## src/design/cwb_ram.sv

```systemverilog
`timescale 1ns / 1ps
`default_nettype none
// ----------------------------------------------------------------------------
// Generic RAM
// One write port and one read port with registered read data.
// ----------------------------------------------------------------------------
module cwb_ram #(
  parameter int unsigned WIDTH = 32,
  parameter int unsigned DEPTH = 32,
  localparam int unsigned AW = (DEPTH > 1) ? $clog2(DEPTH) : 1
) (
  input  wire logic             clk_i,
  input  wire logic             we_i,
  input  wire logic [AW-1:0]    waddr_i,
  input  wire logic [WIDTH-1:0] wdata_i,
  input  wire logic             re_i,
  input  wire logic [AW-1:0]    raddr_i,
  output logic      [WIDTH-1:0] rdata_o
);

  logic [WIDTH-1:0] mem_q [DEPTH];
  logic [WIDTH-1:0] rdata_q;

  always_ff @(posedge clk_i) begin
    if (we_i) begin
      mem_q[waddr_i] <= wdata_i;
    end
    if (re_i) begin
      rdata_q <= mem_q[raddr_i];
    end
  end

  assign rdata_o = rdata_q;

endmodule
`default_nettype wire
```

## config.mk

```make
export PLATFORM = sky130hd
export DESIGN_NAME = cwb_ram
export DESIGN_NICKNAME = d
export VERILOG_FILES = /design/src/design/cwb_ram.sv
export SDC_FILE = /design/constraint.sdc
export NUM_CORES = 1
export LEC_CHECK = 0
export BUFFER_PORTS_ARGS = -buffer_cell sky130_fd_sc_hd__buf_4
export CORE_ASPECT_RATIO = 2
export CORE_UTILIZATION = 60
export CTS_BUF_LIST = sky130_fd_sc_hd__clkbuf_16
export DETAILED_ROUTE_END_ITERATION = 10
export GPL_TIMING_DRIVEN = 1
export PLACE_DENSITY = 0.77
export SYNTH_ARGS = -nofsm -noshare
export SYNTH_HDL_FRONTEND = slang
export SYNTH_SLANG_ARGS = --single-unit
```

## constraint.sdc

```tcl
create_clock -name clk_i -period 4.6 [get_ports clk_i]
set_input_delay 0.23 -clock clk_i [delete_from_list [all_inputs] [get_ports clk_i]]
set_output_delay 0.23 -clock clk_i [all_outputs]
set_load 0.02 [all_outputs]
```

* Yosys cells after proc, flatten, opt, wreduce, memory -nomap -nowiden
Memory sizes are Yosys's and may differ from the RTL's. A register that Yosys moved wholly into a read port is not among the register bits. Index checks and enable logic that the tools add are counted.
Word-level totals: bits in registers 0, RAM bits 1024, bits of input ports 45, output and inout bits 32, logic and storage cells 3, memories 1
Operators by class: muxes and demuxes 2
Memory list:
- mem_q | depth 32, width 32, read ports 1, clocked after Yosys merged registers in 1, wr ports 1, RTL line 21 | logic [WIDTH-1:0] mem_q [DEPTH];
Operators with widths (count):
- 2-to-1 mux 1 bit | 2

* Longest topological paths before layout
depth after elaboration 2, gate-level depth with buffers 8, gate-level depth less buffers 5

* Worst setup path after synthesis
OpenSTA, ideal clock, no wires.
path kind input port to flip-flop, start in waddr_i[1], end mem mem_q[12][0] (enable), library setup time 0.421 ns, arrival time 2.243 ns, required time 4.179 ns, setup slack 1.936 ns, cell stages on the path 3, buffers on the path 1, path through or3b_2 > clkbuf_1 > nor2_1
RTL lines:
- start: declaration | RTL line 14 | input wire logic [AW-1:0] waddr_i,
- end: declaration | RTL line 21
No word-level cell before the write port.

==> results.ini <==
[run_status]
outcome=complete, no violations

[hold_path]
holdCritStartpoint=wdata_i[31]
hold_path.class=in2reg
whs_endpoint=mem_q[22][31]$_DFFE_PP_
holdPathStages=1

[setup_path]
end_kind=register
path_cells=buf_8 > buf_12 > mux2i_1 > a22oi_1 > a31oi_1 > nand3_1
r2r_setup_slack_ns=2.58
required_ns=4.94
critical-path-max-stage-delay_ns=0.72
path_class=in2reg
ff2ff_path_depth=5
slowest_stage=a31oi_1
crit_fanout=68
path_buf_inv=2
cp-start-kind=input pin
cp.arrival_ns=2.50
rr_endpoint=rdata_o[20]$_DFFE_PP_
reg2reg_from=mem_q[1][20]$_DFFE_PP_
crit_family=buffers and inverters

[clocking]
post-cts-setup-buffers=0
cts_max_path_buffers=3
cts.htree.levels=3
cts_buffers=84
cts_tree=built
root_buffer=clkbuf_16
cts.clk_slew.worst_paths_ns=0.07
clock_sinks=1056
clk_latency_ns=0.66

[power]
leakage_uw=0.01580
vdd_drop_max_uv=355.8
fin_total_pwr_uw=18890
power.density_nw_per_um2=415.2

[sta]
min_period_ns=2.157
slew_headroom=0.08169
whs_ns=0.04974
maxSlewViolCount=0
setup_viol=0
min_period_over_period=0.4690
worstMarginPinSlew_ns=1.374
rsz0062_at_grt=false
skew_ns=0.02164
max_freq_ghz=0.4636
finalHoldViolations=0
setup_tns_ns=0

[logic_synthesis]
ys_types=24
syn_avg_cell_area_um2=18.06
netlist_area_um2=40810
ys_ff_latch=1056
ys_async_sr_fraction=0
yosysWarnings=0
ys_seq_area_frac=0.7771
synth_cells=2260
syn_nets=2305
synth_flop_cell=edfxtp_1
synth_edf_count=1056

[placed_design]
dp.cells=3146
io_buffers=76
routabilityCongestion=0.8760
hpwl_um=55020
place_area_um2=42540

[grt]
use_met1=0.3117
busiest_layer=met2
grt_pass1_wl_um=137700
grt_pass1_vias=22110
use_met2=0.4983
grt_usage=0.2742
grt_max_degree=69
grt_overflow_total=0
antenna_found_initial=1
grt_use_met3=0.04040

[routing]
wl_per_cell_um=28.29
wirelength_um=94140
num_vias=21320
ant_nets=0
drt_iter0_drc=2059
dr.pass1.iters=6
viasPerCell=6.406
route.detailed.drc=0

[floorplanning]
die_x_um=186.4
die-area_um2=69120
start_util=0.6085
num_rows=134
placeableCoreArea_um2=67060
ios=77
die_h_um=370.8

[layout]
stdcell_count=3328
fin_area_um2=45500
diodes=0
synthToLayoutAreaGrowth_pct=11.50
fin_nets=2422
n_fill_cell=4274
drive_gt1_frac=0.1207

[job]
cap_violations=0

==> final cells by class <==
| type | count | area, µm² | area share |
|---|---|---|---|
| flip-flops and latches | 1056 | 31710 | 0.6970 |
| multi-input cells | 1077 | 8610 | 0.1892 |
| clock buffers | 85 | 2127 | 0.04675 |
| repair buffers | 158 | 1404 | 0.03086 |
| well taps | 884 | 1106 | 0.02431 |
| clock inverters | 68 | 540.5 | 0.01188 |
==> power by group <==
part / total [µW] / switching, µW / internal, µW
combinational: 1060 / 704 / 357
clock: 7050 / 3270 / 3780
sequential: 10800 / 45.9 / 10700
==> cells in the mapped netlist (2+ instances only) <==
cell type / number / area share
a22oi_1: 96 / 0.018
nor2_1: 34 / 0.0031
a21oi_1: 96 / 0.012
buf_2: 26 / 0.0032
nand3b_1: 5 / 0.00092
a31oi_1: 32 / 0.0049
buf_1: 5 / 0.00046
or3b_2: 3 / 0.00064
nand3_1: 98 / 0.012
buf_4: 33 / 0.0061
clkbuf_1: 46 / 0.0042
buf_6: 15 / 0.0041
mux2i_1: 512 / 0.13
nor3_1: 32 / 0.0039
a22o_1: 64 / 0.014
nand2_1: 98 / 0.0090
nand2b_1: 2 / 0.00031
clkbuf_4: 2 / 0.00037
edfxtp_1: 1056 / 0.78
==> cell families after synthesis <==
group | count (synthesis) | synth area share
and+or+nand+nor | 277 | 0.03076
buffers and inverters | 127 | 0.01846
muxes | 512 | 0.1256
DFF | 1056 | 0.7771
AOI/OAI and AO/OA | 288 | 0.04808
==> worst max path at each step <==
stage,startpoint,endpoint,slack (ns),depth (start not counted)
2_1_floorplan,waddr_i[1],mem_q[12][0]$_DFFE_PP_,1.94,3
3_3_place_gp,waddr_i[0],mem_q[22][4]$_DFFE_PP_,1.84,3
3_5_place_dp,waddr_i[0],mem_q[22][4]$_DFFE_PP_,1.80,3
4_1_cts,waddr_i[0],mem_q[22][4]$_DFFE_PP_,2.50,3
5_1_grt,waddr_i[1],mem_q[29][2]$_DFFE_PP_,2.41,3
6_report,raddr_i[0],rdata_o[20]$_DFFE_PP_,2.44,6
==> stage by stage <==
stage | utilization | setup WS [ns]
finish | 0.6784 | 2.443
global route | 0.6784 | 2.414
CTS | 0.6784 | 2.501
detailed placement | 0.6343 | 1.804
global placement | 0.6343 | 1.836
floorplan | - | 1.936
==> metal layers <==
layer | up-vias | wire (µm)
li1 | 9213 | -
met1 | 10890 | 33150
met2 | 983 | 50300
met3 | 233 | 5902
met4 | 2 | 4786
met5 | - | 10
==> flip-flops by register name, indices dropped and copies added, names as in the netlist <==
signal / flops
rdata_o: 32
mem_q: 1024
==> repair_timing <==
item | CTS | global route
gates resized for setup | 0 | 0
hold buffers | 29 | 0
endpoints found under the setup margin | 0 | 0
endpoints found under the hold margin | 849 | 0
==> placed cells by master, fill, tap and decap left out, types with 2 or more instances in the layout <==
master / netlist / final
a22oi_1: 96 / 96
dlygate4sd3_1: 0 / 29
nand2_1: 98 / 97
nand3b_1: 5 / 5
inv_1: 0 / 17
nand3_1: 98 / 98
buf_12: 0 / 11
clkinv_1: 0 / 13
nand2b_2: 0 / 2
bufinv_16: 0 / 7
nor2_4: 0 / 33
edfxtp_1: 1056 / 1056
mux2i_1: 512 / 512
a31oi_1: 32 / 32
clkinv_8: 0 / 2
clkbuf_16: 0 / 85
buf_4: 33 / 117
a21oi_1: 96 / 96
clkinv_4: 0 / 2
inv_6: 0 / 3
clkinv_2: 0 / 17
clkinvlp_4: 0 / 6
a22o_1: 64 / 64
or3b_2: 3 / 3
nor3_1: 32 / 32
No activity file was read; power rests on OpenSTA's default activity.
